===== src/rtl/cafl_pkg.sv =====
// Shared package for the 16-bit ALU with flags.
// It holds the opcode codes, the packet that travels down the pipeline and the
// divider state. No dependencies.
package cafl_pkg;

    localparam int unsigned DATA_W   = 16;
    localparam int unsigned CMD_W    = 5;
    localparam int unsigned DIV_STEPS = DATA_W;
    localparam int unsigned S_TDATA_W = 40;
    localparam int unsigned M_TDATA_W = 24;
    localparam int unsigned RES_W     = 21;

    typedef enum logic [CMD_W-1:0] {
        OP_MOV  = 5'd0,
        OP_ADD  = 5'd1,
        OP_SUB  = 5'd2,
        OP_UMUL = 5'd3,
        OP_SMUL = 5'd4,
        OP_UDIV = 5'd5,
        OP_SDIV = 5'd6,
        OP_UMOD = 5'd7,
        OP_SMOD = 5'd8,
        OP_AND  = 5'd9,
        OP_OR   = 5'd10,
        OP_XOR  = 5'd11,
        OP_NOT  = 5'd12,
        OP_NEG  = 5'd13,
        OP_INC  = 5'd14,
        OP_DEC  = 5'd15,
        OP_SHL  = 5'd16,
        OP_SHR  = 5'd17,
        OP_SAR  = 5'd18,
        OP_ROL  = 5'd19,
        OP_ROR  = 5'd20,
        OP_BTST = 5'd21,
        OP_ADC  = 5'd22,
        OP_SBC  = 5'd23,
        OP_MULC = 5'd24,
        OP_UCMP = 5'd30,
        OP_SCMP = 5'd31
    } opcode_t;

    // Everything an instruction carries besides the divider state.
    typedef struct packed {
        opcode_t             op;
        logic [DATA_W-1:0]   dval;
        logic [DATA_W-1:0]   sval;
        logic [DATA_W-1:0]   res;
        logic [2*DATA_W-1:0] prod;
        logic                cy;
        logic                zf;
        logic                wr;
        logic                ill;
        logic                dz;
        logic                ci;
        logic                neg_q;
        logic                neg_r;
    } pkt_t;

    // Restoring divider state: the dividend shifts out of n_q as quotient bits shift in.
    typedef struct packed {
        logic [DATA_W-1:0] n_q;
        logic [DATA_W-1:0] rem;
        logic [DATA_W-1:0] den;
    } div_t;

endpackage


===== src/rtl/cafl_prep.sv =====
// First pipeline stage: unpacks the input transfer, computes the simple
// operations, the raw 16x16 product and the divider operands. Depends on cafl_pkg.
module cafl_prep (
    input  logic                            aclk,
    input  logic                            aresetn,
    input  logic                            s_tvalid,
    output logic                            s_tready,
    input  logic [cafl_pkg::S_TDATA_W-1:0]  s_tdata,
    output logic                            valid_o,
    input  logic                            ready_i,
    output cafl_pkg::pkt_t                  pkt_o,
    output cafl_pkg::div_t                  div_o
);
    import cafl_pkg::*;

    logic              valid_reg;
    pkt_t              pkt_reg, pkt_next;
    div_t              div_reg, div_next;
    logic [DATA_W-1:0] d, s;
    logic              ci;
    logic [DATA_W:0]   sum17, dif17;
    logic [2*DATA_W-1:0] dd;
    logic [3:0]        rot;
    logic              big;

    assign d   = s_tdata[20:5];
    assign s   = s_tdata[36:21];
    assign ci  = s_tdata[37];
    assign rot = s[3:0];
    assign big = |s[DATA_W-1:4];
    assign dd  = {d, d};

    always_comb begin
        pkt_next       = '0;
        pkt_next.op    = opcode_t'(s_tdata[4:0]);
        pkt_next.dval  = d;
        pkt_next.sval  = s;
        pkt_next.res   = d;
        pkt_next.wr    = 1'b1;
        pkt_next.ci    = ci;
        pkt_next.prod  = {16'h0, d} * {16'h0, s};
        pkt_next.neg_q = d[15] ^ s[15];
        pkt_next.neg_r = d[15];
        sum17 = {1'b0, d} + {1'b0, s} + {16'h0, ci & (pkt_next.op == OP_ADC)};
        dif17 = {1'b0, d} - {1'b0, s} - {16'h0, ci & (pkt_next.op == OP_SBC)};
        case (pkt_next.op)
            OP_MOV: pkt_next.res = s;
            OP_ADD, OP_ADC: begin
                pkt_next.res = sum17[15:0];
                pkt_next.cy  = sum17[16];
            end
            OP_SUB, OP_SBC: begin
                pkt_next.res = dif17[15:0];
                pkt_next.cy  = dif17[16];
            end
            OP_UMUL, OP_SMUL, OP_MULC: pkt_next.res = d;
            OP_UDIV, OP_SDIV, OP_UMOD, OP_SMOD: begin
                pkt_next.dz = (s == '0);
                pkt_next.wr = (s != '0);
            end
            OP_AND: pkt_next.res = d & s;
            OP_OR:  pkt_next.res = d | s;
            OP_XOR: pkt_next.res = d ^ s;
            OP_NOT: pkt_next.res = ~d;
            OP_NEG: pkt_next.res = -d;
            OP_INC: begin
                pkt_next.res = d + 16'd1;
                pkt_next.cy  = (d == 16'hFFFF);
            end
            OP_DEC: begin
                pkt_next.res = d - 16'd1;
                pkt_next.cy  = (d == '0);
            end
            OP_SHL: begin
                pkt_next.res = big ? '0 : (d << rot);
                pkt_next.cy  = d[15];
            end
            OP_SHR: pkt_next.res = big ? '0 : (d >> rot);
            OP_SAR: pkt_next.res = big ? {DATA_W{d[15]}} : 16'($signed(d) >>> rot);
            OP_ROL: pkt_next.res = dd[(5'd16 - {1'b0, rot}) +: DATA_W];
            OP_ROR: pkt_next.res = dd[{1'b0, rot} +: DATA_W];
            OP_BTST: begin
                pkt_next.wr = 1'b0;
                pkt_next.zf = ~d[rot];
            end
            OP_UCMP: begin
                pkt_next.wr = 1'b0;
                pkt_next.cy = (d < s);
                pkt_next.zf = (d == s);
            end
            OP_SCMP: begin
                pkt_next.wr = 1'b0;
                pkt_next.cy = ($signed(d) < $signed(s));
                pkt_next.zf = (d == s);
            end
            default: begin
                pkt_next.ill = 1'b1;
                pkt_next.wr  = 1'b0;
            end
        endcase

        div_next.rem = '0;
        div_next.den = (pkt_next.op == OP_SDIV && s[15]) ? -s : s;
        div_next.n_q = ((pkt_next.op == OP_SDIV || pkt_next.op == OP_SMOD) && d[15]) ? -d : d;
    end

    assign s_tready = !valid_reg || ready_i;

    always_ff @(posedge aclk) begin
        if (!aresetn) begin
            valid_reg <= 1'b0;
        end else if (s_tready) begin
            valid_reg <= s_tvalid;
        end
    end

    always_ff @(posedge aclk) begin
        if (s_tready && s_tvalid) begin
            pkt_reg <= pkt_next;
            div_reg <= div_next;
        end
    end

    assign valid_o = valid_reg;
    assign pkt_o   = pkt_reg;
    assign div_o   = div_reg;

endmodule


===== src/rtl/cafl_div_stage.sv =====
// One stage of the pipelined restoring divider: one quotient bit per stage.
// The instruction packet rides along unchanged. Depends on cafl_pkg.
module cafl_div_stage (
    input  logic           aclk,
    input  logic           aresetn,
    input  logic           valid_i,
    output logic           ready_o,
    input  cafl_pkg::pkt_t pkt_i,
    input  cafl_pkg::div_t div_i,
    output logic           valid_o,
    input  logic           ready_i,
    output cafl_pkg::pkt_t pkt_o,
    output cafl_pkg::div_t div_o
);
    import cafl_pkg::*;

    logic            valid_reg;
    pkt_t            pkt_reg;
    div_t            div_reg, div_next;
    logic [DATA_W:0] trial, diff;

    always_comb begin
        trial = {div_i.rem, div_i.n_q[DATA_W-1]};
        diff  = trial - {1'b0, div_i.den};
        div_next.den = div_i.den;
        if (!diff[DATA_W]) begin
            div_next.rem = diff[DATA_W-1:0];
            div_next.n_q = {div_i.n_q[DATA_W-2:0], 1'b1};
        end else begin
            div_next.rem = trial[DATA_W-1:0];
            div_next.n_q = {div_i.n_q[DATA_W-2:0], 1'b0};
        end
    end

    assign ready_o = !valid_reg || ready_i;

    always_ff @(posedge aclk) begin
        if (!aresetn) begin
            valid_reg <= 1'b0;
        end else if (ready_o) begin
            valid_reg <= valid_i;
        end
    end

    always_ff @(posedge aclk) begin
        if (ready_o && valid_i) begin
            pkt_reg <= pkt_i;
            div_reg <= div_next;
        end
    end

    assign valid_o = valid_reg;
    assign pkt_o   = pkt_reg;
    assign div_o   = div_reg;

endmodule


===== src/rtl/cafl_post.sv =====
// Last stage: finishes multiply and divide results, sets the zero flag and
// holds the output register of the result channel. Depends on cafl_pkg.
module cafl_post (
    input  logic                            aclk,
    input  logic                            aresetn,
    input  logic                            valid_i,
    output logic                            ready_o,
    input  cafl_pkg::pkt_t                  pkt_i,
    input  cafl_pkg::div_t                  div_i,
    output logic                            m_tvalid,
    input  logic                            m_tready,
    output logic [cafl_pkg::M_TDATA_W-1:0]  m_tdata
);
    import cafl_pkg::*;

    logic              valid_reg;
    logic [RES_W-1:0]  out_reg, out_next;
    logic [DATA_W-1:0] res, lo, hi, hi_s;
    logic              cy;
    logic              zf;
    logic [DATA_W:0]   mc17;

    assign lo   = pkt_i.prod[DATA_W-1:0];
    assign hi   = pkt_i.prod[2*DATA_W-1:DATA_W];
    // Signed high half from the unsigned product.
    assign hi_s = hi - (pkt_i.dval[15] ? pkt_i.sval : '0)
                     - (pkt_i.sval[15] ? pkt_i.dval : '0);
    assign mc17 = {1'b0, lo} + {16'h0, pkt_i.ci};

    always_comb begin
        res = pkt_i.res;
        cy  = pkt_i.cy;
        case (pkt_i.op)
            OP_UMUL: begin
                res = lo;
                cy  = (hi != '0);
            end
            OP_SMUL: begin
                res = lo;
                cy  = !hi_s[15] && ((hi_s != '0) || lo[15]);
            end
            OP_MULC: begin
                res = mc17[DATA_W-1:0];
                cy  = (hi != '0) || mc17[DATA_W];
            end
            OP_UDIV: if (!pkt_i.dz) res = div_i.n_q;
            OP_SDIV: if (!pkt_i.dz) res = pkt_i.neg_q ? -div_i.n_q : div_i.n_q;
            OP_UMOD: if (!pkt_i.dz) res = div_i.rem;
            OP_SMOD: begin
                if (!pkt_i.dz) begin
                    res = (pkt_i.neg_r && div_i.rem != '0) ? div_i.den - div_i.rem
                                                           : div_i.rem;
                end
            end
            default: res = pkt_i.res;
        endcase
        zf = pkt_i.zf
             || (pkt_i.op != OP_UCMP && pkt_i.op != OP_SCMP && res == '0);
        out_next = {pkt_i.dz, pkt_i.ill, pkt_i.wr, zf, cy, res};
    end

    assign ready_o = !valid_reg || m_tready;

    always_ff @(posedge aclk) begin
        if (!aresetn) begin
            valid_reg <= 1'b0;
        end else if (ready_o) begin
            valid_reg <= valid_i;
        end
    end

    always_ff @(posedge aclk) begin
        if (ready_o && valid_i) begin
            out_reg <= out_next;
        end
    end

    assign m_tvalid = valid_reg;
    assign m_tdata  = {{(M_TDATA_W-RES_W){1'b0}}, out_reg};

endmodule


===== src/rtl/cpu_alu_with_flags.sv =====
// Top level of the 16-bit ALU with flags.
// Chains the prep stage, the divider stages and the post stage. Depends on
// cafl_pkg, cafl_prep, cafl_div_stage and cafl_post.
//
// Usage: one instruction enters per transfer on the s_ channel and one result
// leaves per transfer on the m_ channel, in the same order. Every opcode,
// including multiply, divide and modulo, goes down the same pipeline, so
// the block takes a new instruction each cycle unless every stage is full and the receiver stalls.
//
// An input transfer reaches m_tvalid through, in order, operand preparation and
// the simple operations (the multiplier is registered here), the restoring
// divider, which produces one quotient bit per stage, and the result fix-up,
// which is also the output register.
//
// Each stage has its own valid bit and takes a new packet whenever it is empty
// or its successor takes the packet it holds. When the receiver stalls, the
// results pile up in the stages and s_tready falls only once every stage is
// full; nothing is dropped or repeated. A synchronous low on aresetn empties
// all stages; payload registers are not cleared.
module cpu_alu_with_flags (
    input  logic                            aclk,
    input  logic                            aresetn,
    input  logic                            s_tvalid,
    output logic                            s_tready,
    // cmd[4:0], dest_value[20:5], src_value[36:21], carry_in[37], zeros above
    input  logic [cafl_pkg::S_TDATA_W-1:0]  s_tdata,
    output logic                            m_tvalid,
    input  logic                            m_tready,
    // result[15:0], carry_out[16], zero_out[17], writes_dest[18],
    // illegal_op[19], divide_by_zero[20], zeros above
    output logic [cafl_pkg::M_TDATA_W-1:0]  m_tdata
);
    import cafl_pkg::*;

    // Index 0 is the prep stage output; index i+1 is divider stage i output.
    logic vld [0:DIV_STEPS];
    logic rdy [0:DIV_STEPS];
    pkt_t pkt [0:DIV_STEPS];
    div_t dvs [0:DIV_STEPS];

    cafl_prep u_prep (
        .aclk     (aclk),
        .aresetn  (aresetn),
        .s_tvalid (s_tvalid),
        .s_tready (s_tready),
        .s_tdata  (s_tdata),
        .valid_o  (vld[0]),
        .ready_i  (rdy[0]),
        .pkt_o    (pkt[0]),
        .div_o    (dvs[0])
    );

    for (genvar i = 0; i < DIV_STEPS; i++) begin : g_div
        cafl_div_stage u_stage (
            .aclk    (aclk),
            .aresetn (aresetn),
            .valid_i (vld[i]),
            .ready_o (rdy[i]),
            .pkt_i   (pkt[i]),
            .div_i   (dvs[i]),
            .valid_o (vld[i+1]),
            .ready_i (rdy[i+1]),
            .pkt_o   (pkt[i+1]),
            .div_o   (dvs[i+1])
        );
    end

    cafl_post u_post (
        .aclk     (aclk),
        .aresetn  (aresetn),
        .valid_i  (vld[DIV_STEPS]),
        .ready_o  (rdy[DIV_STEPS]),
        .pkt_i    (pkt[DIV_STEPS]),
        .div_i    (dvs[DIV_STEPS]),
        .m_tvalid (m_tvalid),
        .m_tready (m_tready),
        .m_tdata  (m_tdata)
    );

endmodule


===== config.mk =====
export PLATFORM = sky130hd
export DESIGN_NAME = cpu_alu_with_flags
export DESIGN_NICKNAME = d
export VERILOG_FILES = /design/src/rtl/cafl_pkg.sv /design/src/rtl/cafl_prep.sv /design/src/rtl/cafl_div_stage.sv /design/src/rtl/cafl_post.sv /design/src/rtl/cpu_alu_with_flags.sv
export SDC_FILE = /design/constraint.sdc
export NUM_CORES = 2
export LEC_CHECK = 0
export CORE_ASPECT_RATIO = 1.75
export CORE_UTILIZATION = 39
export CTS_CLUSTER_DIAMETER = 200
export DETAILED_ROUTE_END_ITERATION = 10
export DONT_BUFFER_PORTS = 1
export SETUP_SLACK_MARGIN = 0.1
export SLEW_MARGIN = 20
export SYNTH_ARGS = -nofsm -noshare
export SYNTH_HDL_FRONTEND = slang
export SYNTH_SLANG_ARGS = --single-unit

===== constraint.sdc =====
create_clock -name aclk -period 16.1 [get_ports aclk]
set_input_delay 1.61 -clock aclk [delete_from_list [all_inputs] [get_ports aclk]]
set_output_delay 1.61 -clock aclk [all_outputs]
set_load 0.005 [all_outputs]

* After elaboration in Yosys (flattened, before gate mapping)
Cells that the tools add are included.
** Storage, ports and cells
- Flip-flop bits (word level) :: 2420
- Input bits :: 44
- Output and inout bits :: 26
- Word-level logic and storage cells :: 494
** Operators by class
- $add $sub $neg :: 30
- $mul :: 1
- Magnitude comparators :: 3
- Equal/unequal tests :: 37
- Shift-type cells :: 5
- Multiplexer cells :: 38
- Bitwise logic cells :: 8
- Reduce and logical (&&, ||, !) cells :: 81
** Operator list (count)
- two-way mux 17 bit :: 16
- subtractor 17 x 16 -> 17 bit :: 15
- case mux 16 bit (15 select lines) :: 1
- two-way mux 16 bit :: 13
- case mux 16 bit (6 select lines) :: 1
- nonzero test 16 bit :: 4
- == test 5 bit, second input constant :: 12
- zero test 16 bit :: 3
- negation 16 bit :: 3
- subtractor 16 bit :: 3
- == test 5 x 4 -> 1 bit, second input constant :: 9
- == test 5 x 3 -> 1 bit, second input constant :: 8
- < comparator 16 bit :: 2
- multiplier 16 x 16 -> 32 bit :: 1
- indexed part select 32 x 5 -> 16 bit :: 1
- indexed part select 32 x 6 -> 16 bit :: 1
- OR reduction 27 bit :: 1
- logical AND 1 bit :: 24
- logical OR 1 bit :: 22
- OR reduction 20 bit :: 1
- zero test 1 bit :: 19
- adder 16 x 1 -> 17 bit :: 1
- adder 16 x 16 -> 17 bit :: 1
- adder 17 x 1 -> 17 bit :: 1
- other kinds (31) :: 40

* Longest topological paths before layout
- Word-level depth :: 20
- Gate-level depth with buffers :: 25
- Mapped depth without buffers :: 23

* By module
From an unflattened synthesis, not the netlist that was laid out.
** Unflattened totals
- Cell total of the unflattened synthesis :: 7699
- Area, all modules :: 111381.8 µm²
** Modules (own cells, without submodules)
- cafl_div_stage at g_div[0].u_stage ... :: times used 10, cells each 298, area an instance 5402.7 µm², sequential area each 4254.1 µm²
- cafl_div_stage at g_div[12].u_stage ... :: times used 6, cells each 295, area an instance 5392.7 µm², sequential area each 4254.1 µm²
- cafl_prep :: times used 1, cells each 2219, area an instance 19677.6 µm², sequential area each 3683.5 µm²
- cafl_post :: times used 1, cells each 730, area an instance 5321.4 µm², sequential area each 650.6 µm²

* Least setup slack after synthesis
OpenSTA, ideal clock, no wires.
- Path type :: input -> register
- Start point :: in m_tready
- End point :: reg g_div[0].u_stage.div_reg (netlist bit g_div[0].u_stage.div_o[0]) (enable)
- Setup time :: 0.846 ns
- Arrival time :: 12.693 ns
- Required time :: 15.254 ns
- Path slack :: 2.561 ns
- Cell stages on the path :: 9
- Path buffers :: 1
- Path through :: nor2b_1 -> and3_1 -> and2_1 -> nand3_1 -> nor3_1 -> and2_1 -> and3_1 -> clkbuf_1 -> a21boi_0
** On the way
- Longest elaborated chain between the ends :: 18
** RTL lines
- from (decl) :: line cpu_alu_with_flags.sv:28 : input logic m_tready,
- logical OR 1 bit :: line cafl_post.sv:62 : assign ready_o = !valid_reg || m_tready;
- logical OR 1 bit (16 in a row) :: line cafl_div_stage.sv:35 : assign ready_o = !valid_reg || ready_i;
- logical AND 1 bit :: line cafl_div_stage.sv:46 : if (ready_o && valid_i) begin
- to (signal assigned) :: line cafl_div_stage.sv:48 : div_reg <= div_next;
- to (decl) :: line cafl_div_stage.sv:19 : div_t div_reg, div_next;
Every way passes these cells.
A chain may end at the register's enable or synchronous reset.

==> flow_summary.json <==
{
  "yosys.area.top_type_share_pct": 66.7,
  "cts_buffers": 206,
  "peakVddDrop_uv": 193,
  "p_per_area_mw_per_mm2": 122,
  "rsz0062_at_grt": "no",
  "ant_nets": 0,
  "cp_data_required_time_ps": 16720,
  "vias": 56655,
  "synth.cell_area_mm2": 0.106,
  "worst_setup_path_start_kind": "input port",
  "synth_flop_cell": "edfxtp_1",
  "cp_data_arrival_time_ps": 8760,
  "routed_wirelength_um": 232000,
  "maxSlewHeadroom_pct": 21.3,
  "maxSlewViolCount": 0,
  "synth_edf_count": 2352,
  "synthTopCellsByCount": "edfxtp_1, inv_1, ha_1",
  "clk_latency_ps": 860,
  "tightest_slew_ps": 1170,
  "row_count": 252,
  "cts.repair.resized": 0,
  "cts_hold_buf": 0,
  "drc_errors": 0,
  "wl_per_cell_um": 20.9,
  "fmax_mhz": 123,
  "syn_inst": 7246,
  "cts_tree": "yes",
  "areaGrowthSynthToFinish_pct": 10.6,
  "cts.sink_count": 2370,
  "grt-ovfl-total": 0,
  "setup_violations": 0,
  "synth_top_area_cell": "edfxtp_1",
  "nets": 8129,
  "grt_max_degree": 85,
  "yosysMostFrequentCell": "edfxtp_1",
  "synthDistinctLibCells": 91,
  "root_buffer": "clkbuf_16",
  "drtPass1Iterations": 9,
  "cts_max_level": 4,
  "viasPerCell": 5.10,
  "utilization_pct": 43.4,
  "finalHoldViolCount": 0,
  "place.gp.congestion": 0.923,
  "largest_reg_flops": 1443,
  "clock_skew_ps": 80.8,
  "synth.avg_cell_area_um2": 14.6,
  "power.total_mw": 14.3,
  "layout-drive-gt1-share_pct": 9.22,
  "hp-class": "reg -> reg",
  "die_h_um": 691,
  "synth-warning-count": 0,
  "end_kind": "flop",
  "path_max_fanout": 16,
  "antenna_found_initial": 9,
  "core_area_mm2": 0.270,
  "hpwl_um": 171000,
  "cp.buffers_inverters": 5,
  "grt.total_usage_pct": 16.8,
  "worstSetupPathType": "in -> reg",
  "cp_slowest_cell": "a31oi_1",
  "synthArstFlopShare_pct": 0,
  "cp_slowest_stage_delay_ps": 740,
  "min_period_ps": 8140,
  "status": "completed",
  "path_cells": "inv_1, nor2_1, fa_1, inv_1, fa_1, fa_1, inv_1, fa_1, fa_1, inv_1, fa_1, inv_1, ha_1, a41oi_1, a21boi_0, a311oi_1, a31oi_1, a21oi_1, a41o_1, o41ai_1, xnor2_1",
  "cap_viol_max_count": 0,
  "boundaryPins": 70,
  "period_share_pct": 50.6,
  "portBuffers": 0,
  "die_w_um": 396,
  "cp_common_cell": "fa_1",
  "leakagePower_nw": 41.7,
  "first_iter_violations": 3366,
  "clk_pin_slew_ps": 70,
  "initial_core_util_pct": 39.3,
  "cts_buffer_depth": 4,
  "synth_area_leaders": "edfxtp_1, ha_1, fa_1",
  "postCtsSetupBuffers": 0,
  "critPathTopFamily": "adder cells",
  "seq_area_frac_synth_pct": 67.1,
  "grt_pass1_vias": 59372,
  "design.die.area_mm2": 0.274,
  "tns_ps": 0,
  "ys_ff_latch": 2370,
  "grt_pass1_wl_um": 350000
}
per-stage QoR:
| stage | std cells | setup slack (ps) | hold WS [ps] | instance area [µm²] |
|---|---|---|---|---|
| floorplan | 7255 | 2560 | 400 | 106000 |
| global placement | 10725 | 7030 | 400 | 111000 |
| detailed placement | 10725 | 7040 | 405 | 111000 |
| CTS | 11092 | 7980 | 339 | 117000 |
| global route | 11094 | 7590 | 347 | 117000 |
| finish | 11100 | 7960 | 351 | 117000 |
cell families after synthesis:
family          Yosys count  synth area share, %
compound gates         1004                 6.50
fa+ha+maj               707                 9.99
mux                     314                 3.35
xor+xnor                297                 2.46
flops                  2370                 67.1
other cells               1              0.00354
buf+inv                 855                 3.07
simple gates           1698                 7.58
routing by layer:
metal  vias up  part of all wire (%)  track usage (%)
met2      1215                    56             33.4
met3       576                   3.9             2.27
li1      26986                     -                -
met1     27876                    33             15.9
met4         2                   6.5             10.0
met5         -                0.0039                0
layout make-up:
class / count / area [µm²]
Multi-Input combinational cell: 4030 / 31900
Clock buffer: 248 / 5370
Tap cell: 3556 / 4450
Inverter: 673 / 2530
Fill cell: 23858 / 152000
Sequential cell: 2370 / 71000
Antenna cell: 7 / 17.5
Clock inverter: 119 / 1140
Timing Repair Buffer: 97 / 732
worst register-to-register path, stage by stage (launching register included):
cell	delay (ps)
edfxtp_1	520
buf_4	340
nand2_1	360
fa_1	620
ha_1	240
xor2_1	150
a21oi_1	130
nand4b_1	230
a2111oi_0	680
o2111ai_1	310
nor4b_1	470
nand4_1	200
a2111oi_0	410
a211oi_1	260
path summary, 6_finish.rpt:
check,start,end,slack [ps],cells after the start
worst max-delay path,s_tdata[25],u_prep.pkt_o[38],7960,21
worst min-delay path,g_div[10].u_stage.pkt_o[61],g_div[11].u_stage.pkt_o[61],350,0
worst max register to register,g_div[15].u_stage.pkt_o[87],u_post.out_reg[16],10950,13
worst min register to register,g_div[10].u_stage.pkt_o[61],g_div[11].u_stage.pkt_o[61],350,0
power by group:
part           switching, mW  total [mW]  internal, mW
clock                   2.11        4.77          2.66
combinational           1.56        2.59          1.03
sequential            0.0458        6.96          6.92
total                   3.72        14.3          10.6
placed cells by master, fill, tap and decap left out, drive strengths merged, types with 70 or more instances in the layout:
cell,instances
nand3,154
nor3,201
a21oi,231
mux2i,94
nor2,467
inv,670
xnor2,252
mux2,209
ha,477
fa,230
edfxtp,2352
nand2,449
nand2b,70
clkinv,95
buf,97
clkbuf,248
o21ai,167
Note: power is estimated with default switching activity, not from simulation.
